<file path="config.mk">
export PLATFORM = sky130hd
export DESIGN_NAME = least_loaded_node_selector
export DESIGN_NICKNAME = d
export VERILOG_FILES = /design/src/sv/lls_pkg.sv /design/src/sv/lls_ram.sv /design/src/sv/lls_ctrl.sv /design/src/sv/lls_dpath.sv /design/src/sv/least_loaded_node_selector.sv
export SDC_FILE = /design/constraint.sdc
export NUM_CORES = 2
export LEC_CHECK = 0
export BUFFER_PORTS_ARGS = -buffer_cell sky130_fd_sc_hd__buf_2
export CAP_MARGIN = 25
export CORE_AREA = 2 2 525 527
export DETAILED_ROUTE_END_ITERATION = 8
export DIE_AREA = 0 0 527 529
export PLACE_DENSITY = 0.45
export SLEW_MARGIN = 20
export SYNTH_ARGS = -nofsm -noshare
export SYNTH_HDL_FRONTEND = slang
export SYNTH_SLANG_ARGS = --single-unit
</file>
<file path="constraint.sdc">
create_clock -name clock -period 9.9 [get_ports clock]
set_input_delay 1.485 -clock clock [delete_from_list [all_inputs] [get_ports clock]]
set_output_delay 1.485 -clock clock [all_outputs]
set_load 0.1 [all_outputs]
</file>
<file path="src/sv/lls_pkg.sv">
// Shared types and codes for the least-loaded node selector.
`default_nettype none

package lls_pkg;

   // Operation codes carried on the request channel.
   localparam logic [1:0] OP_REPORT = 2'd0;
   localparam logic [1:0] OP_CHOOSE = 2'd1;
   localparam logic [1:0] OP_CHECK  = 2'd2;

   // Fixed field widths.
   localparam int OP_W    = 2;
   localparam int TYPE_W  = 3;
   localparam int ID_W    = 4;
   localparam int LOAD_W  = 16;
   localparam int LIMIT_W = 12;

   // Commands from the controller to the datapath.
   typedef struct packed {
      logic clear_en;
      logic capture;
      logic write_en;
      logic scan_step;
      logic result_load;
   } lls_cmd_type;

   // Status from the datapath to the controller.
   typedef struct packed {
      logic            clear_last;
      logic            scan_last;
      logic [OP_W-1:0] op;
      logic            type_ok;
   } lls_stat_type;

endpackage

`default_nettype wire

</file>
<file path="src/sv/lls_ram.sv">
// Generic single-port-write, single-port-read RAM with registered read data.
`default_nettype none

module lls_ram #(
   parameter int WIDTH = 17,
   parameter int DEPTH = 128
) (
   input  wire logic                                   clock,
   input  wire logic                                   wr_en,
   input  wire logic [(DEPTH > 1 ? $clog2(DEPTH) : 1)-1:0] wr_addr,
   input  wire logic [WIDTH-1:0]                       wr_data,
   input  wire logic                                   rd_en,
   input  wire logic [(DEPTH > 1 ? $clog2(DEPTH) : 1)-1:0] rd_addr,
   output logic      [WIDTH-1:0]                       rd_data
);

   logic [WIDTH-1:0] mem_ff [DEPTH];
   logic [WIDTH-1:0] rd_data_ff;

   // Write port and registered read port.
   always_ff @(posedge clock) begin
      if (wr_en) begin
         mem_ff[wr_addr] <= wr_data;
      end
      if (rd_en) begin
         rd_data_ff <= mem_ff[rd_addr];
      end
   end

   assign rd_data = rd_data_ff;

endmodule

`default_nettype wire

</file>
<file path="src/sv/lls_ctrl.sv">
// Controller state machine for the least-loaded node selector.
`default_nettype none

module lls_ctrl (
   input  wire logic                  clock,
   input  wire logic                  reset,
   input  wire logic                  req_valid,
   output logic                       req_stall,
   output logic                       rsp_valid,
   input  wire logic                  rsp_stall,
   output lls_pkg::lls_cmd_type       cmd,
   input  wire lls_pkg::lls_stat_type stat
);

   import lls_pkg::*;

   typedef enum logic [2:0] {
      S_CLEAR,
      S_IDLE,
      S_DECIDE,
      S_WRITE,
      S_SCAN,
      S_DRAIN,
      S_DONE
   } state_type;

   state_type state_ff, state_in;
   logic      rsp_valid_ff, rsp_valid_in;
   logic      out_free;

   // The output register can take a new result when empty or being emptied.
   assign out_free = !rsp_valid_ff || !rsp_stall;

   // Next state and command decode.
   always_comb begin
      state_in     = state_ff;
      rsp_valid_in = rsp_valid_ff && rsp_stall;
      cmd          = '0;
      case (state_ff)
         S_CLEAR: begin
            cmd.clear_en = 1'b1;
            if (stat.clear_last) begin
               state_in = S_IDLE;
            end
         end
         S_IDLE: begin
            if (req_valid) begin
               cmd.capture = 1'b1;
               state_in    = S_DECIDE;
            end
         end
         S_DECIDE: begin
            case (stat.op)
               OP_REPORT: state_in = S_WRITE;
               OP_CHOOSE, OP_CHECK: state_in = stat.type_ok ? S_SCAN : S_DONE;
               default: state_in = S_DONE;
            endcase
         end
         S_WRITE: begin
            cmd.write_en = 1'b1;
            state_in     = S_DONE;
         end
         S_SCAN: begin
            cmd.scan_step = 1'b1;
            if (stat.scan_last) begin
               state_in = S_DRAIN;
            end
         end
         S_DRAIN: begin
            // The last read word is folded in during this cycle.
            state_in = S_DONE;
         end
         S_DONE: begin
            if (out_free) begin
               cmd.result_load = 1'b1;
               rsp_valid_in    = 1'b1;
               state_in        = S_IDLE;
            end
         end
         default: state_in = S_CLEAR;
      endcase
   end

   // State and registered response valid.
   always_ff @(posedge clock) begin
      if (reset) begin
         state_ff     <= S_CLEAR;
         rsp_valid_ff <= 1'b0;
      end else begin
         state_ff     <= state_in;
         rsp_valid_ff <= rsp_valid_in;
      end
   end

   assign req_stall = (state_ff != S_IDLE);
   assign rsp_valid = rsp_valid_ff;

endmodule

`default_nettype wire

</file>
<file path="src/sv/lls_dpath.sv">
// Datapath for the least-loaded node selector: item registers, table, scan and result.
`default_nettype none

module lls_dpath #(
   parameter int NUM_TYPES      = 8,
   parameter int NODES_PER_TYPE = 16
) (
   input  wire logic                         clock,
   input  wire logic                         reset,
   input  wire lls_pkg::lls_cmd_type         cmd,
   output lls_pkg::lls_stat_type             stat,
   input  wire logic [lls_pkg::OP_W-1:0]     req_operation,
   input  wire logic [lls_pkg::TYPE_W-1:0]   req_node_type,
   input  wire logic [lls_pkg::ID_W-1:0]     req_node_id,
   input  wire logic [lls_pkg::LOAD_W-1:0]   req_load_value,
   input  wire logic [lls_pkg::LIMIT_W-1:0]  req_overload_limit,
   output logic      [lls_pkg::ID_W-1:0]     rsp_chosen_node,
   output logic                              rsp_found,
   output logic                              rsp_over_load
);

   import lls_pkg::*;

   localparam int ENTRIES = NUM_TYPES * NODES_PER_TYPE;
   localparam int ADDR_W  = (ENTRIES > 1) ? $clog2(ENTRIES) : 1;
   localparam int IDX_W   = (NODES_PER_TYPE > 1) ? $clog2(NODES_PER_TYPE) : 1;
   localparam int SUM_W   = LOAD_W + $clog2(NODES_PER_TYPE + 1);
   localparam int WORD_W  = LOAD_W + 1;

   // Latched item.
   logic [OP_W-1:0]    op_ff;
   logic [TYPE_W-1:0]  type_ff;
   logic [ID_W-1:0]    id_ff;
   logic [LOAD_W-1:0]  load_ff;
   logic [LIMIT_W-1:0] limit_ff;

   // Sequencing counters and read pipeline.
   logic [ADDR_W-1:0] clr_ff, clr_in;
   logic [IDX_W-1:0]  scan_ff, scan_in;
   logic              rd_valid_ff;
   logic [IDX_W-1:0]  rd_id_ff;

   // Accumulators.
   logic              any_ff, any_in;
   logic [IDX_W-1:0]  best_ff, best_in;
   logic [LOAD_W-1:0] best_load_ff, best_load_in;
   logic [SUM_W-1:0]  sum_ff, sum_in;

   // Result register.
   logic [ID_W-1:0] chosen_ff;
   logic            found_ff;
   logic            over_ff;

   logic              type_ok;
   logic              id_ok;
   logic [ADDR_W-1:0] base_addr;
   logic [ADDR_W-1:0] wr_addr;
   logic [WORD_W-1:0] wr_data;
   logic              wr_en;
   logic [ADDR_W-1:0] rd_addr;
   logic [WORD_W-1:0] rd_data;
   logic              rd_present;
   logic [LOAD_W-1:0] rd_load;

   // Range checks and table addressing.
   assign type_ok   = (32'(type_ff) < NUM_TYPES);
   assign id_ok     = (32'(id_ff) < NODES_PER_TYPE);
   assign base_addr = ADDR_W'(32'(type_ff) * NODES_PER_TYPE);
   assign rd_addr   = base_addr + ADDR_W'(scan_ff);

   // Write port serves the clearing pass after reset and report beats.
   always_comb begin
      if (cmd.clear_en) begin
         wr_en   = 1'b1;
         wr_addr = clr_ff;
         wr_data = '0;
      end else begin
         wr_en   = cmd.write_en && type_ok && id_ok;
         wr_addr = base_addr + ADDR_W'(id_ff);
         wr_data = {1'b1, load_ff};
      end
   end

   lls_ram #(
      .WIDTH (WORD_W),
      .DEPTH (ENTRIES)
   ) u_table (
      .clock   (clock),
      .wr_en   (wr_en),
      .wr_addr (wr_addr),
      .wr_data (wr_data),
      .rd_en   (cmd.scan_step),
      .rd_addr (rd_addr),
      .rd_data (rd_data)
   );

   assign rd_present = rd_data[WORD_W-1];
   assign rd_load    = rd_data[LOAD_W-1:0];

   // Counter and accumulator next values.
   always_comb begin
      clr_in       = cmd.clear_en ? clr_ff + 1'b1 : clr_ff;
      scan_in      = scan_ff;
      any_in       = any_ff;
      best_in      = best_ff;
      best_load_in = best_load_ff;
      sum_in       = sum_ff;
      if (cmd.capture) begin
         scan_in = '0;
         any_in  = 1'b0;
         best_in = '0;
         sum_in  = '0;
      end else begin
         if (cmd.scan_step) begin
            scan_in = scan_ff + 1'b1;
         end
         // Fold in the word read on the previous cycle; strict compare keeps the lowest id.
         if (rd_valid_ff && rd_present) begin
            sum_in = sum_ff + SUM_W'(rd_load);
            if (!any_ff || (rd_load < best_load_ff)) begin
               any_in       = 1'b1;
               best_in      = rd_id_ff;
               best_load_in = rd_load;
            end
         end
      end
   end

   // Control registers.
   always_ff @(posedge clock) begin
      if (reset) begin
         clr_ff      <= '0;
         rd_valid_ff <= 1'b0;
      end else begin
         clr_ff      <= clr_in;
         rd_valid_ff <= cmd.scan_step;
      end
   end

   // Payload registers.
   always_ff @(posedge clock) begin
      if (cmd.capture) begin
         op_ff    <= req_operation;
         type_ff  <= req_node_type;
         id_ff    <= req_node_id;
         load_ff  <= req_load_value;
         limit_ff <= req_overload_limit;
      end
      rd_id_ff     <= scan_ff;
      scan_ff      <= scan_in;
      any_ff       <= any_in;
      best_ff      <= best_in;
      best_load_ff <= best_load_in;
      sum_ff       <= sum_in;
      if (cmd.result_load) begin
         chosen_ff <= (op_ff == OP_CHOOSE && any_ff) ? ID_W'(best_ff) : '0;
         found_ff  <= (op_ff == OP_CHOOSE) && any_ff;
         over_ff   <= (op_ff == OP_CHECK) && (32'(sum_ff >> 8) > 32'(limit_ff));
      end
   end

   // Status back to the controller.
   always_comb begin
      stat.clear_last = (clr_ff == ADDR_W'(ENTRIES - 1));
      stat.scan_last  = (scan_ff == IDX_W'(NODES_PER_TYPE - 1));
      stat.op         = op_ff;
      stat.type_ok    = type_ok;
   end

   assign rsp_chosen_node = chosen_ff;
   assign rsp_found       = found_ff;
   assign rsp_over_load   = over_ff;

endmodule

`default_nettype wire

</file>
<file path="src/sv/least_loaded_node_selector.sv">
// Top level of the least-loaded node selector.
`default_nettype none

// Usage:
// Request beats carry an operation: report writes one node's Q8.8 load into
// the table and marks it present; choose returns the least loaded present
// node of a type (lowest id on a tie); check flags a type whose integer load
// sum exceeds the given limit. Every request beat yields one response beat.
// Both channels use valid/stall; a beat moves when valid is high and stall low.
// One request is in work at a time. A report writes its entry without a
// scan; choose and check scan the type, reading one table entry per cycle
// from the single read port. A choose or check for an out-of-range type, or
// an unused code, skips the scan. The next request can be accepted in the
// same cycle that a response is presented. The response sits in an output
// register; the next request is accepted while it waits, and the block only
// holds its finished result back while the receiver stalls the previous
// one. After reset the block runs a clearing pass over the table, one entry
// per cycle over all NUM_TYPES * NODES_PER_TYPE entries, with req_stall high
// throughout.
module least_loaded_node_selector #(
   parameter int NUM_TYPES      = 8,
   parameter int NODES_PER_TYPE = 16
) (
   input  wire logic                         clock,
   input  wire logic                         reset,
   input  wire logic                         req_valid,
   output logic                              req_stall,
   input  wire logic [lls_pkg::OP_W-1:0]     req_operation,
   input  wire logic [lls_pkg::TYPE_W-1:0]   req_node_type,
   input  wire logic [lls_pkg::ID_W-1:0]     req_node_id,
   input  wire logic [lls_pkg::LOAD_W-1:0]   req_load_value,
   input  wire logic [lls_pkg::LIMIT_W-1:0]  req_overload_limit,
   output logic                              rsp_valid,
   input  wire logic                         rsp_stall,
   output logic      [lls_pkg::ID_W-1:0]     rsp_chosen_node,
   output logic                              rsp_found,
   output logic                              rsp_over_load
);

   import lls_pkg::*;

   lls_cmd_type  cmd;
   lls_stat_type stat;

   // Sequencing.
   lls_ctrl u_ctrl (
      .clock     (clock),
      .reset     (reset),
      .req_valid (req_valid),
      .req_stall (req_stall),
      .rsp_valid (rsp_valid),
      .rsp_stall (rsp_stall),
      .cmd       (cmd),
      .stat      (stat)
   );

   // Table, scan and result registers.
   lls_dpath #(
      .NUM_TYPES      (NUM_TYPES),
      .NODES_PER_TYPE (NODES_PER_TYPE)
   ) u_dpath (
      .clock              (clock),
      .reset              (reset),
      .cmd                (cmd),
      .stat               (stat),
      .req_operation      (req_operation),
      .req_node_type      (req_node_type),
      .req_node_id        (req_node_id),
      .req_load_value     (req_load_value),
      .req_overload_limit (req_overload_limit),
      .rsp_chosen_node    (rsp_chosen_node),
      .rsp_found          (rsp_found),
      .rsp_over_load      (rsp_over_load)
   );

`ifndef SYNTH
   // No request beat is taken while the table is being cleared.
   a_clear_blocks_req: assert property (@(posedge clock) disable iff (reset)
      cmd.clear_en |-> req_stall)
      else $error("request accepted during clearing pass");

   // A new result never overwrites one the receiver is still stalling.
   a_no_overwrite: assert property (@(posedge clock) disable iff (reset)
      cmd.result_load |-> !(rsp_valid && rsp_stall))
      else $error("pending response overwritten");

   // Controller commands are mutually exclusive.
   a_cmd_exclusive: assert property (@(posedge clock) disable iff (reset)
      $onehot0({cmd.clear_en, cmd.capture, cmd.write_en, cmd.scan_step, cmd.result_load}))
      else $error("more than one datapath command at once");

   // Loading a result always raises response valid on the next cycle.
   a_load_valid: assert property (@(posedge clock) disable iff (reset)
      cmd.result_load |=> rsp_valid)
      else $error("loaded result not presented");
`endif

endmodule

`default_nettype wire

</file>
* After elaboration in Yosys (flattened, before gate mapping)
Memories as Yosys holds them, arrays and structs flattened. A register that Yosys moved wholly into a read port is not among the register bits.
Cells that the tools add are included.
** Cells by class
- Reductions and logical operators :: 16
- Add/sub/neg operators :: 5
- Multiplexer cells :: 20
- Bitwise operators :: 1
- Equality and inequality tests :: 15
- Order comparisons :: 2
** Operators with widths (number)
- $add 21x16->21 :: 1
- $pmux 3 s6 :: 1
- $mux 17 :: 1
- $lt 16x16->1 :: 1
- $add 7x4->7 :: 2
- $gt 13x12->1 :: 1
- $mux 1 :: 12
- $mux 3 :: 4
- $eq 3x3->1 const B :: 3
- $add 7x1->7 const B :: 1
- $eq 7x7->1 const B :: 1
- $mux 7 :: 1
- $eq 3x2->1 const B :: 2
- $ne 2x2->1 const B :: 3
- $pmux 3 s2 :: 1
- $add 4x1->4 const B :: 1
- $eq 4x4->1 const B :: 1
- $logic_and 1x1->1 :: 4
- $reduce_and 4->1 :: 1
- $reduce_or 2->1 :: 2
- $eq 3x1->1 const B :: 1
- $logic_not 1->1 :: 3
- $logic_not 3->1 :: 1
- $ne 3x1->1 const B :: 1
- other kinds (8) :: 9
** Word-level totals
- Memories kept :: 1
- Output and inout bits :: 8
- Word-level logic and storage cells :: 78
- Memory bits (writable) :: 2176
- Bits of input ports :: 41
- Register bits :: 105
** Memory list
- u_dpath.u_table.mem_ff :: depth 128, width 17, read ports 1, clocked after Yosys merged registers in 1, wr ports 1, line lls_ram.sv:17 : logic [WIDTH-1:0] mem_ff [DEPTH];

* Logic depth before layout (Yosys ltp)
- Word-level depth :: 5
- Gate-level depth with buffers :: 12
- Gate-level depth less buffers :: 9

* By module
From an unflattened synthesis, not the netlist that was laid out.
** Unflattened totals
- Cell total of the unflattened synthesis :: 3765
- Area, all modules :: 88896.5 um2
** Modules (own cells, without submodules)
- lls_ram :: sequential area each 65853.2 um2, cells each 3269, area each 83582.7 um2, times used 1
- lls_dpath :: sequential area each 2612.5 um2, cells each 453, area each 4979.8 um2, times used 1
- lls_ctrl :: sequential area each 80.1 um2, cells each 43, area each 334.1 um2, times used 1

* Worst setup path before layout
Ideal clock, no wire load.
- Path type :: register to register
- Start :: reg u_ctrl.state_ff[0]
- End :: mem u_dpath.u_table.mem_ff[0][10] (data pin)
- Period minus slack after synthesis :: 5.207 ns
- Path buffers :: 2
- Stages on the path, launching flop included :: 6
- Arrival :: 4.672 ns
- Setup slack :: 4.693 ns
- Path through :: dfxtp_1 > nor3_2 > inv_1 > buf_2 > clkbuf_1 > and2_1
** Between the ends
- Cells in the longest elaborated chain, start to end :: 3
** RTL lines
- start, declared :: line lls_ctrl.sv:27 : state_type state_ff, state_in;
- start signal, assigned :: line lls_ctrl.sv:90 : state_ff <= state_in;
- $logic_not 3->1 :: line lls_ctrl.sv:39 : case (state_ff)
- $mux 1 :: line lls_ctrl.sv:39
- $mux 17 :: line lls_dpath.sv:73 : if (cmd.clear_en) begin
- net u_dpath.u_table.wr_data[10] :: line lls_ram.sv:11 : input wire logic [WIDTH-1:0] wr_data,
- end, declared :: line lls_ram.sv:17
The timed path passes the listed nets, and every way through them passes these cells.

* Worst setup path in the final report
- Start :: reg u_dpath.scan_ff[0]
- End :: reg u_dpath.u_table.rd_data_ff[8], in the netlist u_dpath.u_table.rd_data[8], read port of u_dpath.u_table.mem_ff (data pin)
** Between the ends
- Cells in the longest elaborated chain, start to end :: 1
** RTL lines
- start, declared :: line lls_dpath.sv:39 : logic [IDX_W-1:0] scan_ff, scan_in;
- start signal, assigned :: line lls_dpath.sv:150 : scan_ff <= scan_in;
- $add 7x4->7 :: line lls_dpath.sv:69 : assign rd_addr = base_addr + ADDR_W'(scan_ff);
- end, declared :: line lls_ram.sv:18 : logic [WIDTH-1:0] rd_data_ff;
Every way passes these cells.
A chain may end at the register's enable or synchronous reset.

==> impl_metrics.json <==
{
  "synth_nets": 4409,
  "fin_skew_ns": 0.0731,
  "vias": 44423,
  "synthesis.area_um2": 89700,
  "rows": 192,
  "power_frac_seq_pct": 40.9,
  "synth_cell_type_count": 66,
  "worstPathRequired_ns": 10.50,
  "slowest_stage": "a2111oi_0",
  "switchingPower_uw": 9360,
  "crit_arrival_ns": 5.29,
  "n_fill_cell": 24738,
  "cts.sinks": 2298,
  "peakVddDrop_uv": 185,
  "power.internal_uw": 19700,
  "drc": 0,
  "max_freq_mhz": 213,
  "wire_per_inst_um": 31.9,
  "nets": 4685,
  "hpwl_um": 165000,
  "die-area_um2": 279000,
  "worst_pin_slew_ns": 1.13,
  "setup.worst_path.end_class": "flip-flop",
  "firstDrtPassIters": 5,
  "p_leak_uw": 0.0324,
  "crit_fanout": 73,
  "setup_viol": 0,
  "post_cts_buffers": 0,
  "die_w_um": 527,
  "avgSynthCellArea_um2": 20.8,
  "yosys_most_used_dff": "edfxtp_1",
  "max_stage_delay_ns": 0.80,
  "grt_max_degree": 97,
  "synth_warnings": 0,
  "status": "finished, final reports clean",
  "crit_chain": "buf_12 > buf_4 > mux4_2 > mux2i_1 > nor2_1 > a2111oi_0 > o21ai_0 > nand3_1 > mux2i_1",
  "antenna_found_initial": 24,
  "finalSetupTns_ns": 0,
  "ys_seq_area_share_pct": 76.4,
  "cts-htree-levels": 4,
  "finalCritPeriodShare_pct": 47.3,
  "cts.clk_slew.worst_paths_ns": 0.06,
  "vias_per_cell": 5.30,
  "gp_congestion": 0.818,
  "insertion_delay_ns": 0.92,
  "grt-ovfl-total": 0,
  "initial_core_util_pct": 32.9,
  "io_buffers": 48,
  "fin_area_um2": 103000,
  "power_density_nw_per_um2": 281,
  "ant_nets": 0,
  "area_growth_pct": 15.3,
  "holdCritPathClass": "reg -> reg",
  "power_frac_comb_pct": 27.6,
  "cts_tree": "yes",
  "hold_viol": 0,
  "switching_share_pct": 32.2,
  "crit_top_cell": "mux2i_1",
  "period_minus_slack_ns": 4.69,
  "cts_hold_buf": 0,
  "start_kind": "flip-flop",
  "maxCapViolCount": 0,
  "path_buf_inv": 2,
  "synthesis.instances": 4318,
  "cts_buffers": 244,
  "ys_ff_latch": 2298,
  "place_area_um2": 95400,
  "clockBufferDepth": 4,
  "rsz0062_at_grt": "false",
  "slew_headroom_pct": 24.7,
  "cts_resized": 0,
  "drt-total-wl_um": 267000,
  "cts_root_buf": "clkbuf_16",
  "grt_pass1_wl_um": 372000,
  "drive_above_1_share_pct": 26.6,
  "core-area_um2": 273000,
  "slew_viol_final": 0,
  "grt_pass1_vias": 44604,
  "die_y_um": 529,
  "critPathKind": "reg -> reg",
  "synth_edf_count": 2252,
  "clkPwrFrac_pct": 31.5,
  "drtIter0Drc": 4693,
  "io-pin-count": 49,
  "gr-usage-all-layers_pct": 19.0,
  "crit_family": "buffers and inverters",
  "async_flop_share_pct": 0
}
## per-stage QoR
step	instances	power, uW	setup WS, ns	hold slack (ns)	utilization (%)
finish	8388	29000	5.21	0.438	37.9
global route	8385	30100	4.98	0.449	37.9
CTS	8374	29400	5.17	0.437	37.8
detailed placement	7928	20200	5.20	0.427	35.0
global placement	7906	20200	4.58	0.427	34.8
floorplan	4318	16700	4.69	0.368	-
## power groups by stage
| stage | Combinational [uW] | Sequential, uW | Clock, uW |
|---|---|---|---|
| floorplan | 4710 | 12000 | 0 |
| global placement | 8060 | 12100 | 0 |
| detailed placement | 8130 | 12100 | 0 |
| CTS | 8140 | 11900 | 9340 |
| global route | 8420 | 11900 | 9720 |
| finish | 8000 | 11900 | 9150 |
## per-layer routing
metal | part of all wire, % | wire (um) | vias to the layer above | GRT usage (%)
met2 | 47 | 126000 | 1382 | 30.1
met1 | 45 | 119000 | 24166 | 27.1
met5 | 0.015 | 40 | - | 0
li1 | - | - | 18542 | -
met4 | 2.5 | 6640 | 6 | 4.69
met3 | 6.0 | 16100 | 327 | 3.24
## synth_stat cells (20+ instances only)
| cell type | n | area (um2) |
|---|---|---|
| a22oi_1 | 30 | 225 |
| edfxtp_1 | 2252 | 67600 |
| buf_4 | 35 | 263 |
| buf_2 | 54 | 270 |
| a21oi_1 | 94 | 470 |
| o22ai_1 | 59 | 369 |
| dfxtp_1 | 46 | 921 |
| inv_1 | 37 | 139 |
| and2_1 | 22 | 138 |
| nand2_1 | 118 | 443 |
| nand4_1 | 20 | 125 |
| mux2i_1 | 253 | 2530 |
| buf_6 | 30 | 338 |
| nor2b_1 | 31 | 194 |
| a211oi_1 | 65 | 488 |
| o21ai_0 | 66 | 330 |
| nand3_1 | 31 | 155 |
| a2111oi_0 | 20 | 175 |
| ha_1 | 49 | 613 |
| clkbuf_1 | 87 | 327 |
| mux4_2 | 481 | 10800 |
| nor2_1 | 182 | 683 |
## state kept, by name, summed over array words and instances (netlist names), 2 cells and up
| register | cells |
|---|---|
| u_dpath.u_table.mem_ff | 2176 |
| u_dpath.sum_ff | 21 |
| u_dpath.u_table.rd_data | 17 |
| u_dpath.best_load_ff | 16 |
| u_dpath.load_ff | 16 |
| u_dpath.limit_ff | 12 |
| u_dpath.clr_ff | 7 |
| u_dpath.best_ff | 4 |
| u_dpath.id_ff | 4 |
| u_dpath.rd_id_ff | 4 |
| u_dpath.rsp_chosen_node | 4 |
| u_dpath.scan_ff | 4 |
| u_ctrl.state_ff | 3 |
| u_dpath.type_ff | 3 |
| u_dpath.op_ff | 2 |
## final cells by class
class	instances	area [um2]	area share [%]
Inverter	38	149	0.144
Timing Repair Buffer	260	2140	2.07
Multi-Input combinational cell	1752	20200	19.5
Tap cell	3589	4490	4.34
Clock buffer	300	6380	6.17
Clock inverter	146	1510	1.46
Antenna cell	5	12.5	0.0121
Sequential cell	2298	68600	66.3
## worst reg2reg max path, delay by kind of cell, from the launching register on
kind | cells | cell delay (ns)
flops | 1 | 0.69
compound gates | 2 | 1.07
buf+inv | 2 | 1.54
simple gates | 2 | 0.23
mux | 3 | 0.84
## cells in the final DEF (no fill, tap or decap), types with 30 or more instances in the layout
| cell | count |
|---|---|
| a211oi_1 | 64 |
| a21oi_1 | 94 |
| a22oi_1 | 30 |
| buf_2 | 49 |
| buf_4 | 175 |
| bufinv_16 | 30 |
| clkbuf_1 | 53 |
| clkbuf_16 | 247 |
| clkinv_1 | 52 |
| clkinv_2 | 46 |
| dfxtp_1 | 42 |
| edfxtp_1 | 2252 |
| ha_1 | 49 |
| inv_1 | 35 |
| mux2i_1 | 253 |
| mux4_2 | 481 |
| nand2_1 | 117 |
| nor2_1 | 53 |
| nor2_2 | 107 |
| o21ai_0 | 57 |
| o22ai_1 | 59 |
## kinds of logic (layout without fill, tap and decap cells)
family          Yosys count  after routing  synth area share, %
other cells               0              5                    0
flops                  2298           2298                 76.4
simple gates            479            479                 2.47
mux                     748            748                 15.1
fa+ha+maj                50             50                0.706
buf+inv                 268            744                 1.71
compound gates          455            455                 3.42
xor+xnor                 20             20                0.195
## worst paths after layout
path,slack [ns],endpoint,cells past startpoint,start
setup reg to reg,5.21,u_dpath.u_table.rd_data[8],9,u_dpath.scan_ff[0]
hold reg to reg,0.44,u_dpath.best_ff[3],2,u_dpath.rd_id_ff[3]
setup / recovery,5.21,u_dpath.u_table.rd_data[8],9,u_dpath.scan_ff[0]
hold / removal,0.44,u_dpath.best_ff[3],2,u_dpath.rd_id_ff[3]
Note: power is estimated with default switching activity, not from simulation.
